===== src/rtl/temperature_reading_qualifier_defines.svh =====
// Assertion macros for the temperature reading qualifier.
`ifndef TEMPERATURE_READING_QUALIFIER_DEFINES_SVH
`define TEMPERATURE_READING_QUALIFIER_DEFINES_SVH

`ifndef ASSERT_OFF
// Checked with reset held off.
`define TRQ_ASSERT(lbl, clk, rst_n, prop, msg) \
    lbl: assert property (@(posedge clk) disable iff (!rst_n) prop) else $error(msg);
// Checked on every edge, reset included.
`define TRQ_ASSERT_ALWAYS(lbl, clk, prop, msg) \
    lbl: assert property (@(posedge clk) prop) else $error(msg);
`else
`define TRQ_ASSERT(lbl, clk, rst_n, prop, msg)
`define TRQ_ASSERT_ALWAYS(lbl, clk, prop, msg)
`endif

`endif


===== src/rtl/trq_pkg.sv =====
// Shared types, constants and the bus status decode of the temperature reading qualifier.
package trq_pkg;

    localparam int NUM_SENSORS   = 16;
    localparam int HISTORY_DEPTH = 4;
    localparam int ERROR_LIMIT   = 3;

    localparam int SENS_W = 4;
    localparam int BUS_W  = 4;
    localparam int ERR_W  = 4;
    localparam int TEMP_W = 16;
    localparam int OFFS_W = 16;
    localparam int RAW_W  = 13;
    localparam int PC_W   = 4;
    localparam int EC_W   = 8;

    localparam int SIDX_W  = (NUM_SENSORS > 1) ? $clog2(NUM_SENSORS) : 1;
    localparam int HIDX_W  = (HISTORY_DEPTH > 1) ? $clog2(HISTORY_DEPTH) : 1;
    localparam int HIST_N  = NUM_SENSORS * HISTORY_DEPTH;
    localparam int HADDR_W = (HIST_N > 1) ? $clog2(HIST_N) : 1;
    localparam int SUM_W   = RAW_W + $clog2(HISTORY_DEPTH + 1) + 1;
    localparam int Y_W     = 22;

    // divide by constant: reciprocal multiply plus one correction step
    localparam int DIV_W  = 21;
    localparam int DIVR_W = 20;
    localparam int DIVD_W = 8;
    localparam int PROD_W = DIV_W + DIVR_W;
    localparam int AVG_N  = HISTORY_DEPTH + 1;
    localparam logic [DIVD_W-1:0] DIV_D_AVG = DIVD_W'(2 * AVG_N);
    localparam logic [DIVD_W-1:0] DIV_D_OFS = DIVD_W'(125);
    localparam logic [DIVR_W-1:0] DIV_R_AVG = DIVR_W'((64'd1 << DIV_W) / (2 * AVG_N));
    localparam logic [DIVR_W-1:0] DIV_R_OFS = DIVR_W'((64'd1 << DIV_W) / 125);

    localparam logic signed [TEMP_W-1:0] RANGE_LOW    = 16'shFC90;
    localparam logic signed [TEMP_W-1:0] RANGE_HIGH   = 16'sh07D0;
    localparam logic signed [TEMP_W-1:0] POR_VALUE    = 16'sh0550;
    localparam logic signed [TEMP_W-1:0] PULLUP_VALUE = 16'sh07FF;
    localparam logic [PC_W-1:0]          POR_MAX      = 4'd10;
    localparam logic [EC_W-1:0]          EC_MAX       = EC_W'(ERROR_LIMIT - 1);

    localparam logic [BUS_W-1:0] BUS_OK           = 4'd0;
    localparam logic [BUS_W-1:0] BUS_NO_BUS       = 4'd1;
    localparam logic [BUS_W-1:0] BUS_CONV_NO_PRES = 4'd2;
    localparam logic [BUS_W-1:0] BUS_CONV_FAIL    = 4'd3;
    localparam logic [BUS_W-1:0] BUS_ZEROS        = 4'd4;
    localparam logic [BUS_W-1:0] BUS_ONES         = 4'd5;
    localparam logic [BUS_W-1:0] BUS_CRC          = 4'd6;
    localparam logic [BUS_W-1:0] BUS_FORMAT       = 4'd7;
    localparam logic [BUS_W-1:0] BUS_NO_PRES      = 4'd8;

    localparam logic [ERR_W-1:0] ERR_NONE      = 4'd0;
    localparam logic [ERR_W-1:0] ERR_NO_BUS    = 4'd1;
    localparam logic [ERR_W-1:0] ERR_CONV_FAIL = 4'd2;
    localparam logic [ERR_W-1:0] ERR_ZEROS     = 4'd3;
    localparam logic [ERR_W-1:0] ERR_ONES      = 4'd4;
    localparam logic [ERR_W-1:0] ERR_CRC       = 4'd5;
    localparam logic [ERR_W-1:0] ERR_FORMAT    = 4'd6;
    localparam logic [ERR_W-1:0] ERR_NO_PRES   = 4'd7;
    localparam logic [ERR_W-1:0] ERR_POR       = 4'd8;
    localparam logic [ERR_W-1:0] ERR_PULLUP    = 4'd9;
    localparam logic [ERR_W-1:0] ERR_RANGE     = 4'd10;
    localparam logic [ERR_W-1:0] ERR_OTHER     = 4'd11;

    localparam int QUEUE_DEPTH = 2;
    localparam int QPTR_W      = (QUEUE_DEPTH > 1) ? $clog2(QUEUE_DEPTH) : 1;
    localparam int QCNT_W      = $clog2(QUEUE_DEPTH + 1);

    typedef struct packed {
        logic [SENS_W-1:0]        sensor;
        logic                     ignore;
        logic [ERR_W-1:0]         err;
        logic                     por;
        logic signed [RAW_W-1:0]  raw;
        logic signed [OFFS_W-1:0] offset;
    } qitem_t;

    typedef struct packed {
        logic full;
        logic empty;
    } q_status_t;

    function automatic logic [ERR_W-1:0] bus_code(input logic [BUS_W-1:0] bus);
        logic [ERR_W-1:0] code;
        case (bus)
            BUS_OK:           code = ERR_NONE;
            BUS_NO_BUS:       code = ERR_NO_BUS;
            BUS_CONV_NO_PRES: code = ERR_NO_PRES;
            BUS_CONV_FAIL:    code = ERR_CONV_FAIL;
            BUS_ZEROS:        code = ERR_ZEROS;
            BUS_ONES:         code = ERR_ONES;
            BUS_CRC:          code = ERR_CRC;
            BUS_FORMAT:       code = ERR_FORMAT;
            BUS_NO_PRES:      code = ERR_NO_PRES;
            default:          code = ERR_OTHER;
        endcase
        return code;
    endfunction

endpackage


===== src/rtl/temperature_reading_qualifier.sv =====
// Top level of the temperature reading qualifier: front end, item queue, back end.
// Each item is one sensor reading; exactly one result item comes back per input item, in order.
// The front end classifies an item in the cycle it is taken and drops it into a two-entry
// queue, so input items are taken back to back while the queue has room, even while a
// result waits at the output. The back end works on one item at a time: an item that ends
// in an error, a skipped power-on value or an unknown sensor goes from evaluation straight
// to the result; an item that refreshes the temperature first walks the history memory,
// one entry per cycle on its single read port, and makes two passes through the shared
// reciprocal-multiply constant divider. Either kind then waits for a free output slot.
// The history memory needs no clearing after reset: a sensor's history is seeded on its
// first valid reading.
`include "temperature_reading_qualifier_defines.svh"

module temperature_reading_qualifier import trq_pkg::*; (
    input  logic                     aclk,
    input  logic                     aresetn,
    input  logic                     s_valid,
    output logic                     s_ready,
    input  logic [SENS_W-1:0]        s_sensor,
    input  logic [BUS_W-1:0]         s_bus_status,
    input  logic signed [TEMP_W-1:0] s_raw_temp,
    input  logic signed [OFFS_W-1:0] s_offset_milli,
    output logic                     m_valid,
    input  logic                     m_ready,
    output logic [SENS_W-1:0]        m_sensor_out,
    output logic [ERR_W-1:0]         m_fault_code,
    output logic signed [TEMP_W-1:0] m_temperature,
    output logic                     m_valid_res,
    output logic                     m_updated
);

    q_status_t q_status;
    qitem_t    q_push_item;
    qitem_t    q_head;
    logic      q_push;
    logic      q_pop;

    trq_front u_front (
        .aresetn        (aresetn),
        .s_valid        (s_valid),
        .s_ready        (s_ready),
        .s_sensor       (s_sensor),
        .s_bus_status   (s_bus_status),
        .s_raw_temp     (s_raw_temp),
        .s_offset_milli (s_offset_milli),
        .q_full         (q_status.full),
        .q_push         (q_push),
        .q_item         (q_push_item)
    );

    trq_queue u_queue (
        .aclk        (aclk),
        .aresetn     (aresetn),
        .q_push      (q_push),
        .q_push_item (q_push_item),
        .q_pop       (q_pop),
        .q_head      (q_head),
        .q_status    (q_status)
    );

    trq_back u_back (
        .aclk          (aclk),
        .aresetn       (aresetn),
        .q_empty       (q_status.empty),
        .q_head        (q_head),
        .q_pop         (q_pop),
        .m_valid       (m_valid),
        .m_ready       (m_ready),
        .m_sensor_out  (m_sensor_out),
        .m_fault_code  (m_fault_code),
        .m_temperature (m_temperature),
        .m_valid_res   (m_valid_res),
        .m_updated     (m_updated)
    );

    `TRQ_ASSERT(a_upd_clean, aclk, aresetn,
        m_valid && m_updated |-> (m_fault_code == ERR_NONE) && m_valid_res,
        "refreshed item carries an error or invalid flag")
    `TRQ_ASSERT(a_q_state, aclk, aresetn, !(q_status.full && q_status.empty),
        "queue full and empty at once")
    `TRQ_ASSERT(a_q_no_ovf, aclk, aresetn, q_push |-> !q_status.full || q_pop,
        "item pushed into full queue")
    `TRQ_ASSERT_ALWAYS(a_rst_out, aclk, !aresetn |=> !m_valid,
        "result valid right after reset")

endmodule


===== src/rtl/trq_front.sv =====
// Front end: takes input items and classifies bus status, range and power-on value.
module trq_front import trq_pkg::*; (
    input  logic                     aresetn,
    input  logic                     s_valid,
    output logic                     s_ready,
    input  logic [SENS_W-1:0]        s_sensor,
    input  logic [BUS_W-1:0]         s_bus_status,
    input  logic signed [TEMP_W-1:0] s_raw_temp,
    input  logic signed [OFFS_W-1:0] s_offset_milli,
    input  logic                     q_full,
    output logic                     q_push,
    output qitem_t                   q_item
);

    logic in_range;
    logic bus_ok;
    logic ignore_item;

    assign bus_ok   = (s_bus_status == BUS_OK);
    assign in_range = (s_raw_temp >= RANGE_LOW) && (s_raw_temp <= RANGE_HIGH);
    assign s_ready  = aresetn && !q_full;
    assign q_push   = s_valid && s_ready;

    always_comb begin
        q_item        = '0;
        q_item.sensor = s_sensor;
        q_item.ignore = ignore_item;
        q_item.raw    = RAW_W'(s_raw_temp);
        q_item.offset = s_offset_milli;
        if (!bus_ok) begin
            q_item.err = bus_code(s_bus_status);
        end else if (!in_range) begin
            q_item.err = (s_raw_temp == PULLUP_VALUE) ? ERR_PULLUP : ERR_RANGE;
        end else begin
            q_item.err = ERR_NONE;
            q_item.por = (s_raw_temp == POR_VALUE);
        end
    end

    // sensor index beyond the table
    always_comb begin
        ignore_item = (32'(s_sensor) >= NUM_SENSORS);
    end

endmodule


===== src/rtl/trq_queue.sv =====
// Short item queue between front end and back end.
module trq_queue import trq_pkg::*; (
    input  logic      aclk,
    input  logic      aresetn,
    input  logic      q_push,
    input  qitem_t    q_push_item,
    input  logic      q_pop,
    output qitem_t    q_head,
    output q_status_t q_status
);

    qitem_t            entry_reg [QUEUE_DEPTH];
    logic [QPTR_W-1:0] wr_ptr_reg;
    logic [QPTR_W-1:0] rd_ptr_reg;
    logic [QCNT_W-1:0] count_reg;

    function automatic logic [QPTR_W-1:0] ptr_inc(input logic [QPTR_W-1:0] p);
        return (p == QPTR_W'(QUEUE_DEPTH - 1)) ? '0 : p + 1'b1;
    endfunction

    assign q_head         = entry_reg[rd_ptr_reg];
    assign q_status.full  = (count_reg == QCNT_W'(QUEUE_DEPTH));
    assign q_status.empty = (count_reg == '0);

    always_ff @(posedge aclk) begin
        if (q_push) begin
            entry_reg[wr_ptr_reg] <= q_push_item;
        end
    end

    always_ff @(posedge aclk) begin
        if (!aresetn) begin
            wr_ptr_reg <= '0;
            rd_ptr_reg <= '0;
            count_reg  <= '0;
        end else begin
            if (q_push) begin
                wr_ptr_reg <= ptr_inc(wr_ptr_reg);
            end
            if (q_pop) begin
                rd_ptr_reg <= ptr_inc(rd_ptr_reg);
            end
            if (q_push && !q_pop) begin
                count_reg <= count_reg + 1'b1;
            end else if (q_pop && !q_push) begin
                count_reg <= count_reg - 1'b1;
            end
        end
    end

endmodule


===== src/rtl/trq_back.sv =====
// Back end: per-sensor state, history walk, averaging, offset and the result register.
module trq_back import trq_pkg::*; (
    input  logic                     aclk,
    input  logic                     aresetn,
    input  logic                     q_empty,
    input  qitem_t                   q_head,
    output logic                     q_pop,
    output logic                     m_valid,
    input  logic                     m_ready,
    output logic [SENS_W-1:0]        m_sensor_out,
    output logic [ERR_W-1:0]         m_fault_code,
    output logic signed [TEMP_W-1:0] m_temperature,
    output logic                     m_valid_res,
    output logic                     m_updated
);

    typedef enum logic [3:0] {
        S_IDLE, S_EVAL, S_WALK, S_PREP, S_MUL, S_PROD, S_FIX, S_OFFS, S_DONE
    } state_t;

    state_t                   state_reg;
    qitem_t                   item_reg;

    logic                     vf_reg [NUM_SENSORS];
    logic [PC_W-1:0]          pc_reg [NUM_SENSORS];
    logic [EC_W-1:0]          ec_reg [NUM_SENSORS];
    logic signed [TEMP_W-1:0] lv_reg [NUM_SENSORS];

    logic signed [RAW_W-1:0]  hist_mem [HIST_N];
    logic signed [RAW_W-1:0]  hist_rdata_reg;

    logic [ERR_W-1:0]         res_err_reg;
    logic signed [TEMP_W-1:0] res_temp_reg;
    logic                     res_vf_reg;
    logic                     res_upd_reg;
    logic [PC_W-1:0]          new_pc_reg;
    logic [EC_W-1:0]          new_ec_reg;

    logic [HIDX_W-1:0]        idx_reg;
    logic signed [RAW_W-1:0]  carry_reg;
    logic signed [SUM_W-1:0]  sum_reg;
    logic signed [RAW_W-1:0]  avg_reg;
    logic signed [Y_W-1:0]    y_reg;

    logic                     div_sel_reg;
    logic                     div_neg_reg;
    logic [DIV_W-1:0]         div_x_reg;
    logic [PROD_W-1:0]        prod_reg;
    logic [DIV_W-1:0]         q0_reg;
    logic [DIV_W-1:0]         qd_reg;

    logic                     m_valid_reg;
    logic [SENS_W-1:0]        m_sensor_reg;
    logic [ERR_W-1:0]         m_err_reg;
    logic signed [TEMP_W-1:0] m_temp_reg;
    logic                     m_vres_reg;
    logic                     m_upd_reg;

    logic [SIDX_W-1:0]        sidx;
    logic                     cur_vf;
    logic [PC_W-1:0]          cur_pc;
    logic [EC_W-1:0]          cur_ec;
    logic                     por_stuck;
    logic                     por_first;
    logic                     do_update;
    logic [ERR_W-1:0]         err_eval;
    logic [PC_W-1:0]          pc_eval;
    logic [EC_W-1:0]          ec_eval;
    logic                     vf_eval;

    logic [HADDR_W-1:0]       base;
    logic [HIDX_W-1:0]        rd_idx;
    logic [HADDR_W-1:0]       rd_addr;
    logic [HADDR_W-1:0]       wr_addr;
    logic                     hist_we;
    logic signed [RAW_W-1:0]  walk_data;
    logic                     walk_last;

    logic [SUM_W-1:0]         sum_mag;
    logic [Y_W-1:0]           y_mag;
    logic signed [Y_W-1:0]    y_calc;
    logic [DIVD_W-1:0]        div_d;
    logic [DIVR_W-1:0]        div_r;
    logic [DIV_W-1:0]         div_rem;
    logic [DIV_W-1:0]         q_fix;
    logic signed [DIV_W:0]    q_signed;
    logic                     out_free;

    assign sidx   = SIDX_W'(item_reg.sensor);
    assign cur_vf = vf_reg[sidx];
    assign cur_pc = pc_reg[sidx];
    assign cur_ec = ec_reg[sidx];

    // classification against per-sensor state
    always_comb begin
        por_stuck = item_reg.por && (cur_pc >= POR_MAX);
        por_first = item_reg.por && (cur_pc == '0);
        do_update = (item_reg.err == ERR_NONE) && !por_stuck && !por_first;
        err_eval  = (item_reg.err != ERR_NONE) ? item_reg.err
                  : (por_stuck ? ERR_POR : ERR_NONE);
        if (item_reg.por && !por_stuck) begin
            pc_eval = cur_pc + 1'b1;
        end else if (item_reg.por) begin
            pc_eval = cur_pc;
        end else begin
            pc_eval = '0;
        end
        ec_eval = cur_ec;
        vf_eval = cur_vf;
        if (err_eval != ERR_NONE) begin
            if (cur_ec < EC_MAX) begin
                ec_eval = cur_ec + 1'b1;
            end else begin
                vf_eval = 1'b0;
            end
        end else if (do_update) begin
            ec_eval = '0;
            vf_eval = 1'b1;
        end
    end

    // history addressing: one entry per cycle, read data registered
    always_comb begin
        base      = HADDR_W'(32'(sidx) * HISTORY_DEPTH);
        walk_last = (idx_reg == HIDX_W'(HISTORY_DEPTH - 1));
        if (state_reg == S_EVAL || walk_last) begin
            rd_idx = '0;
        end else begin
            rd_idx = idx_reg + 1'b1;
        end
        rd_addr   = base + HADDR_W'(rd_idx);
        wr_addr   = base + HADDR_W'(idx_reg);
        hist_we   = (state_reg == S_WALK);
        walk_data = cur_vf ? hist_rdata_reg : item_reg.raw;
    end

    always_ff @(posedge aclk) begin
        if (hist_we) begin
            hist_mem[wr_addr] <= carry_reg;
        end
        hist_rdata_reg <= hist_mem[rd_addr];
    end

    // divider operands and correction
    always_comb begin
        sum_mag  = sum_reg[SUM_W-1] ? SUM_W'(-sum_reg) : SUM_W'(sum_reg);
        y_mag    = y_reg[Y_W-1] ? Y_W'(-y_reg) : Y_W'(y_reg);
        // avg*125 + 2*offset
        y_calc   = (Y_W'(avg_reg) <<< 7) - (Y_W'(avg_reg) <<< 2) + Y_W'(avg_reg)
                 + (Y_W'(item_reg.offset) <<< 1);
        div_d    = div_sel_reg ? DIV_D_OFS : DIV_D_AVG;
        div_r    = div_sel_reg ? DIV_R_OFS : DIV_R_AVG;
        div_rem  = div_x_reg - qd_reg;
        q_fix    = q0_reg + DIV_W'(div_rem >= DIV_W'(div_d));
        q_signed = div_neg_reg ? -$signed({1'b0, q_fix}) : $signed({1'b0, q_fix});
    end

    assign out_free = !m_valid_reg || m_ready;
    assign q_pop    = (state_reg == S_IDLE) && !q_empty;

    always_ff @(posedge aclk) begin
        if (!aresetn) begin
            state_reg   <= S_IDLE;
            m_valid_reg <= 1'b0;
            for (int i = 0; i < NUM_SENSORS; i++) begin
                vf_reg[i] <= 1'b0;
                pc_reg[i] <= '0;
                ec_reg[i] <= '0;
                lv_reg[i] <= '0;
            end
        end else begin
            if (m_valid_reg && m_ready && state_reg != S_DONE) begin
                m_valid_reg <= 1'b0;
            end
            case (state_reg)
                S_IDLE: begin
                    if (q_pop) begin
                        item_reg  <= q_head;
                        state_reg <= S_EVAL;
                    end
                end
                S_EVAL: begin
                    res_err_reg  <= item_reg.ignore ? ERR_NONE : err_eval;
                    res_vf_reg   <= !item_reg.ignore && vf_eval;
                    res_upd_reg  <= !item_reg.ignore && do_update;
                    res_temp_reg <= item_reg.ignore ? '0 : lv_reg[sidx];
                    new_pc_reg   <= pc_eval;
                    new_ec_reg   <= ec_eval;
                    idx_reg      <= '0;
                    carry_reg    <= item_reg.raw;
                    sum_reg      <= SUM_W'(item_reg.raw);
                    div_sel_reg  <= 1'b0;
                    if (!item_reg.ignore && do_update) begin
                        state_reg <= S_WALK;
                    end else begin
                        state_reg <= S_DONE;
                    end
                end
                S_WALK: begin
                    sum_reg   <= sum_reg + SUM_W'(walk_data);
                    carry_reg <= walk_data;
                    idx_reg   <= idx_reg + 1'b1;
                    if (walk_last) begin
                        state_reg <= S_PREP;
                    end
                end
                S_PREP: begin
                    if (div_sel_reg) begin
                        div_x_reg   <= DIV_W'(y_mag);
                        div_neg_reg <= y_reg[Y_W-1];
                    end else begin
                        div_x_reg   <= DIV_W'({sum_mag, 1'b0}) + DIV_W'(AVG_N);
                        div_neg_reg <= sum_reg[SUM_W-1];
                    end
                    state_reg <= S_MUL;
                end
                S_MUL: begin
                    prod_reg  <= PROD_W'(div_x_reg) * PROD_W'(div_r);
                    state_reg <= S_PROD;
                end
                S_PROD: begin
                    q0_reg    <= DIV_W'(prod_reg[PROD_W-1:DIV_W]);
                    qd_reg    <= DIV_W'(prod_reg[PROD_W-1:DIV_W]) * DIV_W'(div_d);
                    state_reg <= S_FIX;
                end
                S_FIX: begin
                    if (div_sel_reg) begin
                        res_temp_reg <= TEMP_W'(q_signed);
                        state_reg    <= S_DONE;
                    end else begin
                        avg_reg     <= RAW_W'(q_signed);
                        div_sel_reg <= 1'b1;
                        state_reg   <= S_OFFS;
                    end
                end
                S_OFFS: begin
                    y_reg     <= y_calc;
                    state_reg <= S_PREP;
                end
                S_DONE: begin
                    if (out_free) begin
                        m_valid_reg  <= 1'b1;
                        m_sensor_reg <= item_reg.sensor;
                        m_err_reg    <= res_err_reg;
                        m_temp_reg   <= res_temp_reg;
                        m_vres_reg   <= res_vf_reg;
                        m_upd_reg    <= res_upd_reg;
                        if (!item_reg.ignore) begin
                            vf_reg[sidx] <= res_vf_reg;
                            pc_reg[sidx] <= new_pc_reg;
                            ec_reg[sidx] <= new_ec_reg;
                            if (res_upd_reg) begin
                                lv_reg[sidx] <= res_temp_reg;
                            end
                        end
                        state_reg <= S_IDLE;
                    end
                end
                default: begin
                    state_reg <= S_IDLE;
                end
            endcase
        end
    end

    assign m_valid       = m_valid_reg;
    assign m_sensor_out  = m_sensor_reg;
    assign m_fault_code  = m_err_reg;
    assign m_temperature = m_temp_reg;
    assign m_valid_res   = m_vres_reg;
    assign m_updated     = m_upd_reg;

endmodule

===== config.mk =====
export PLATFORM = sky130hd
export DESIGN_NAME = temperature_reading_qualifier
export DESIGN_NICKNAME = d
export VERILOG_FILES = /design/src/rtl/trq_pkg.sv /design/src/rtl/temperature_reading_qualifier.sv /design/src/rtl/trq_front.sv /design/src/rtl/trq_queue.sv /design/src/rtl/trq_back.sv
export VERILOG_INCLUDE_DIRS = /design/src /design/src/rtl
export SDC_FILE = /design/constraint.sdc
export NUM_CORES = 2
export LEC_CHECK = 0
export CAP_MARGIN = 25
export CORE_MARGIN = 8
export CORE_UTILIZATION = 49
export CTS_CLUSTER_DIAMETER = 100
export DETAILED_ROUTE_END_ITERATION = 10
export DONT_BUFFER_PORTS = 1
export GPL_ROUTABILITY_DRIVEN = 0
export PLACE_DENSITY = 0.63
export SKIP_LAST_GASP = 1
export SYNTH_ARGS = -nofsm -noshare
export SYNTH_HDL_FRONTEND = slang
export SYNTH_SLANG_ARGS = --single-unit

===== constraint.sdc =====
create_clock -name aclk -period 8.1 [get_ports aclk]
set_clock_uncertainty 0.2 [all_clocks]
set_input_delay 1.62 -clock aclk [delete_from_list [all_inputs] [get_ports aclk]]
set_output_delay 1.62 -clock aclk [all_outputs]
set_load 0.1 [all_outputs]

## After elaboration in Yosys (flattened, before gate mapping)

Memory sizes are Yosys's and may differ from the RTL's. A register that Yosys moved wholly into a read port is not among the register bits.
Cells that the tools add are included.

| storage, ports and cells | value |
|---|---|
| latch bits | 0 |
| memory bits (writable) | 1372 |
| output and inout bits | 28 |
| register bits after elaboration | 238 |
| word-level logic and storage cells | 202 |
| memories | 7 |
| memory bits (read-only) | 64 |

| cells by class | value |
|---|---|
| eq/ne operators | 17 |
| $lt $le $gt $ge | 5 |
| multiply operators | 2 |
| multiplexer cells | 72 |
| shifts and indexed selects | 0 |
| reductions and logical operators | 51 |
| div/mod/pow operators | 0 |
| add/sub/neg operators | 19 |
| bitwise operators | 1 |

Memories:

| name | depth | bits a word | read ports | clocked after memory_dff | wr ports | line | source |
|---|---|---|---|---|---|---|---|
| u_back.hist_mem | 64 | 13 | 1 | 1 | 1 | trq_back.sv:29 | `logic signed [RAW_W-1:0] hist_mem [HIST_N];` |
| u_back.lv_reg | 16 | 16 | 1 | 0 | 16 | trq_back.sv:27 | `logic signed [TEMP_W-1:0] lv_reg [NUM_SENSORS];` |
| u_back.ec_reg | 16 | 8 | 1 | 0 | 16 | trq_back.sv:26 | `logic [EC_W-1:0] ec_reg [NUM_SENSORS];` |
| u_queue.entry_reg | 2 | 38 | 1 | 1 | 1 | trq_queue.sv:12 | `qitem_t entry_reg [QUEUE_DEPTH];` |
| (name not given) | 16 | 4 | 1 | 0 | 0 | trq_pkg.sv:85 | `case (bus)` |
| u_back.pc_reg | 16 | 4 | 1 | 0 | 16 | trq_back.sv:25 | `logic [PC_W-1:0] pc_reg [NUM_SENSORS];` |
| +1 memories | - | - | - | - | - | - |  |

Operators by type and width:

| operator | count |
|---|---|
| two-way mux 16 bit | 4 |
| two-way mux 4 bit | 16 |
| two-way mux 21 bit | 2 |
| multiplier 21 x 20 -> 41 bit | 1 |
| case mux 4 bit (9 select lines) | 1 |
| case mux 17 bit (2 select lines) | 1 |
| == test 16 x 12 -> 1 bit (second input constant) | 2 |
| two-way mux 1 bit | 32 |
| two-way mux 8 bit | 4 |
| case mux 16 bit (2 select lines) | 1 |
| case mux 13 bit (2 select lines) | 1 |
| adder 21 x 13 -> 22 bit | 1 |
| adder 22 x 17 -> 22 bit | 1 |
| >= comparator 21 x 8 -> 1 bit | 1 |
| multiplier 20 x 7 -> 21 bit | 1 |
| negator 21 bit | 1 |
| subtractor 20 x 15 -> 21 bit | 1 |
| subtractor 21 bit | 1 |
| adder 18 x 3 -> 19 bit (second input constant) | 1 |
| two-way mux 18 bit | 1 |
| adder 17 x 13 -> 17 bit | 1 |
| two-way mux 17 bit | 1 |
| negator 17 bit | 1 |
| adder 16 x 1 -> 16 bit | 1 |
| other kinds (38) | 89 |

## Depth between registers and ports, before layout

An unclocked memory read counts as a cell.

| logic depth | value |
|---|---|
| depth in word-level cells | 9 |
| depth in mapped cells | 28 |
| gate-level depth less buffers | 27 |

## Modules after synthesis

A second synthesis with hierarchy kept.

| second synthesis, totals | value |
|---|---|
| cell total of the unflattened synthesis | 6062 |
| area total of the unflattened synthesis | 81971.1 µm² |

Modules (own cells, without submodules):

| module | sequential area each (µm²) | area an instance (µm²) | times used | cells an instance |
|---|---|---|---|---|
| trq_back | 46524.6 | 78405.2 | 1 | 5844 |
| trq_queue | 2442.3 | 3029.2 | 1 | 143 |
| trq_front | 0.0 | 536.8 | 1 | 75 |

## Worst setup path after synthesis

Ideal clock, no wire load.

| path | value |
|---|---|
| path type | reg2reg |
| start | reg u_back.div_sel_reg |
| end | reg u_back.prod_reg[39], data pin |
| setup time | 0.258 ns |
| path buffers | 3 |
| arrival time | 6.436 ns |
| slack | 1.206 ns |
| stages on the path, launching flop included | 27 |
| period minus slack after synthesis | 6.894 ns |
| data required time | 7.642 ns |
| cells stage by stage | edfxtp_1 clkbuf_1 inv_2 clkbuf_1 buf_1 nand2_1 inv_1 fa_1 inv_1 fa_1 fa_1 inv_1 fa_1 fa_1 inv_1 fa_1 inv_1 ha_1 a21oi_1 o21ai_0 nor3_1 o21ai_0 a211oi_1 o22ai_1 o41a_1 a21oi_1 xnor2_1 |

| between the ends | value |
|---|---|
| cells in the longest elaborated chain, start to end | 2 |

RTL lines:

| element | line | source |
|---|---|---|
| start: declaration | trq_back.sv:45 | `logic div_sel_reg;` |
| start signal: assignment | trq_back.sv:192 | `div_sel_reg <= 1'b0;` |
| start signal: assignment | trq_back.sv:232 | `div_sel_reg <= 1'b1;` |
| two-way mux 18 bit | trq_back.sv:152 | `div_r = div_sel_reg ? DIV_R_OFS : DIV_R_AVG;` |
| multiplier 21 x 20 -> 41 bit | trq_back.sv:218 | `prod_reg <= PROD_W'(div_x_reg) * PROD_W'(div_r);` |
| end signal: assignment | trq_back.sv:218 |  |
| end: declaration | trq_back.sv:48 | `logic [PROD_W-1:0] prod_reg;` |

Every way passes these cells.
A chain may end at the register's enable or synchronous reset.

## Worst setup path in the final report

| path | value |
|---|---|
| start | reg u_back.div_x_reg[18] |
| end | reg u_back.prod_reg[40], data pin |

| between the ends | value |
|---|---|
| cells in the longest elaborated chain, start to end | 1 |

RTL lines:

| element | line | source |
|---|---|---|
| start: declaration | trq_back.sv:47 | `logic [DIV_W-1:0] div_x_reg;` |
| start signal: assignment | trq_back.sv:209 | `div_x_reg <= DIV_W'(y_mag);` |
| start signal: assignment | trq_back.sv:212 | `div_x_reg <= DIV_W'({sum_mag, 1'b0}) + DIV_W'(AVG_N);` |
| multiplier 21 x 20 -> 41 bit | trq_back.sv:218 |  |

Every way passes these cells.

==> results.md <==
* Die height at 425 um
* Routed WL per cell at 25.6 um
* Largest register FFs at 832
* Crit-path max FO at 8
* Fin cells at 8401
* Switching Fraction at 0.314
* Mapped Avg Cell Area at 13.5 sq um
* Status: completed
* Cell variety after synth at 86
* PortBufs at 0
* Iter 0 DRT Violations at 5425
* Clk_lat worst skew at 0.80 ns
* Initial Util at 0.492
* Hold crit path type: reg2reg
* Bufs on Longest Clock Path at 3
* CTS tree: done
* Critical path data required time at 8.48 ns
* RSZ-0062 raised after global routing: no
* Max Cap Violations at 0
* Peak supply drop at about 220 uV
* Post-synth EDFFs at 1601
* Final Slew Violations at 0
* Final WS setup at 0.674 ns
* Kind of critical path: reg2reg
* Ys flop type: edfxtp_1
* CP endpoint kind: register
* Total power at 24000 uW
* Most frequent cells in the layout: edfxtp_1, nand2_1, inv_1
* Crit path launch type: register
* Worst slew pin tran at 1.10 ns
* Setup Viol. Count Final at 0
* Largest family of logic cells by synthesized area: adder cells
* Synth warn at 0
* Die W at roughly 430 um
* Min Tclk post-route at approximately 7.4 ns
* Place WS at 0.626 ns
* Synth Register Bits at 1639
* Leakage dissipation at 0.0343 uW
* Final hold vios at 0
* Hold Path Depth at 0
* Main area contributors after synthesis: edfxtp_1, fa_1, ha_1
* Reg2reg path depth at 20
* Antenna Violating Nets Remaining at 0
* Slew Limit Headroom at 0.267
* Post-Synth Adder-Cell Area at 0.117
* Pwr dens at 265 nW/um^2
* Mux cell area share after synthesis at 0.0594
* Initial antenna violation count at 8
* Sequential power share at 0.422
* Vias in the first global route at 49600
* H-Tree Depth at 4
* Core area at around 170000 sq um
* CTS Hold Buffers Added at 0
* Nets at between 6000 and 7000
* Register Area at between 40000 and 50000 sq um
* CP arrival at 7.81 ns
* Root buf cell: clkbuf_16
* DRC Markers at 0
* Top cell type's share of synthesized area at 0.586
* Drt first pass iters at 7
* Most common cell after layout, fill and taps aside: edfxtp_1
* Compound-Gate Fraction of Synth Area at 0.0721
* Reg clk slew, reported paths at 0.06 ns
* Multi-input gate area at 30000 sq um
* Final wirelength at 215 mm
* Top cell type by total area after synthesis: edfxtp_1
* Register area share after synthesis at 0.595
* Largest net degree at the start of global routing at between 100 and 150
* Final global-route overflow total at 0
* Fmax at between 100 and 150 MHz
* Synth Instances at ~6000
* Fill cell count at 13600
* Ys async rst share at 0
* Area grow syn2layout at 10.3%
* Xor/xnor share of the synthesized area at 0.0178
* Vias per cell at between 5 and 6
* P_int at 16500 uW
* Sw Pwr at 7540 uW
* Clock share of power at 0.314
* Row cnt at 150
* Setup Fix Bufs, Post-CTS at 0
* HPWL Detailed at 142 mm
* Share of cells above drive strength 1 at 0.115
* Mapped Area at slightly above 80000 sq um
* Die area at 181000 sq um
* # resized after CTS at 0
* Setup TNS at 0 ns
* Period utilization at 0.917
* DP Cell Count at 8074
* Post-synthesis simple-gate area fraction at 0.0966
* Combinational share of power at 0.265
* First-pass GRT wire length at 320 mm
* All-layer global routing usage at 0.234
* IO Pins at 72
* Total number of vias at 49500
* TritonCTS Buffers at 169
* Clk sinks at 1639
## stage by stage
stage	util	area [sq um]	hold WS, ns
floorplan	-	82100	0.200
global placement	0.509	84900	0.207
detailed placement	0.510	84900	0.205
CTS	0.542	90300	0.219
global route	0.543	90500	0.223
finish	0.543	90500	0.220
## final timing paths
check | from | slack (ns) | to
min reg2reg | u_back.res_err_reg[3] | 0.22 | u_back.m_fault_code[3]
min | u_back.res_err_reg[3] | 0.22 | u_back.m_fault_code[3]
max reg2reg | u_back.div_x_reg[18] | 0.67 | u_back.prod_reg[40]
max | u_back.div_x_reg[18] | 0.67 | u_back.prod_reg[40]
## metal layers
metal / track usage / share of wire / up-vias
met4: 0.0906 / 0.041 / 4
met5: 0 / 0.00013 / -
met1: 0.315 / 0.41 / 25000
met3: 0.0397 / 0.072 / 362
li1: - / - / 22200
met2: 0.381 / 0.47 / 1940
## power by group through the flow
stage / Sequential [uW] / Clock, uW / Combinational (uW)
after floorplan: 10200 / 0 / 4420
after global placement: 10300 / 0 / 6210
after detailed placement: 10300 / 0 / 6300
after CTS: 10100 / 7640 / 6340
after global routing: 10100 / 7950 / 7010
final: 10100 / 7530 / 6360
## critical path: stages, from the launching register on
cell      delay [ns]
edfxtp_1        0.44
nor2b_1         0.62
fa_1            0.55
inv_1           0.12
fa_1            0.42
fa_1            0.53
inv_1           0.07
fa_1            0.50
fa_1            0.50
inv_1           0.06
fa_1            0.50
inv_1           0.07
ha_1            0.35
a21oi_1         0.19
o21ai_0         0.19
nor3_1          0.19
o21ai_0         0.19
a211oi_1        0.59
o22ai_1         0.23
o41a_1          0.42
o311ai_0        0.33
## cell usage after synthesis, drive strengths merged (18+ instances only)
master and number:
a21o 24, a21oi 201, a221oi 19, a31oi 37, and2 219, and3 273
buf 79, clkbuf 278, dfxtp 38, edfxtp 1601, fa 280, ha 318
inv 531, mux2 55, mux2i 90, mux4 149, nand2 553, nand2b 25
nand3 49, nand4 43, nor2 219, nor2b 26, nor3 58, nor4 29
o211ai 27, o21a 60, o21ai 191, o221ai 142, o22ai 53, o31ai 20
or2 25, or3 18, xnor2 102, xor2 64
## area by class of cell
class,instances,share of cell area
antenna,2,0.0000553
clock buffer,218,0.0500
clock inverter,97,0.00930
inverter,534,0.0222
multi-input combinational,3530,0.331
sequential,1639,0.540
tap,2204,0.0305
timing repair buffer,177,0.0171
## logic make-up after synthesis
group | count (synthesis)
simple gates | 1581
buf+inv | 891
flops | 1639
compound gates | 888
other cells | 1
xor+xnor | 166
fa+ha+maj | 598
mux | 294
Note: power is estimated with default switching activity, not from simulation.
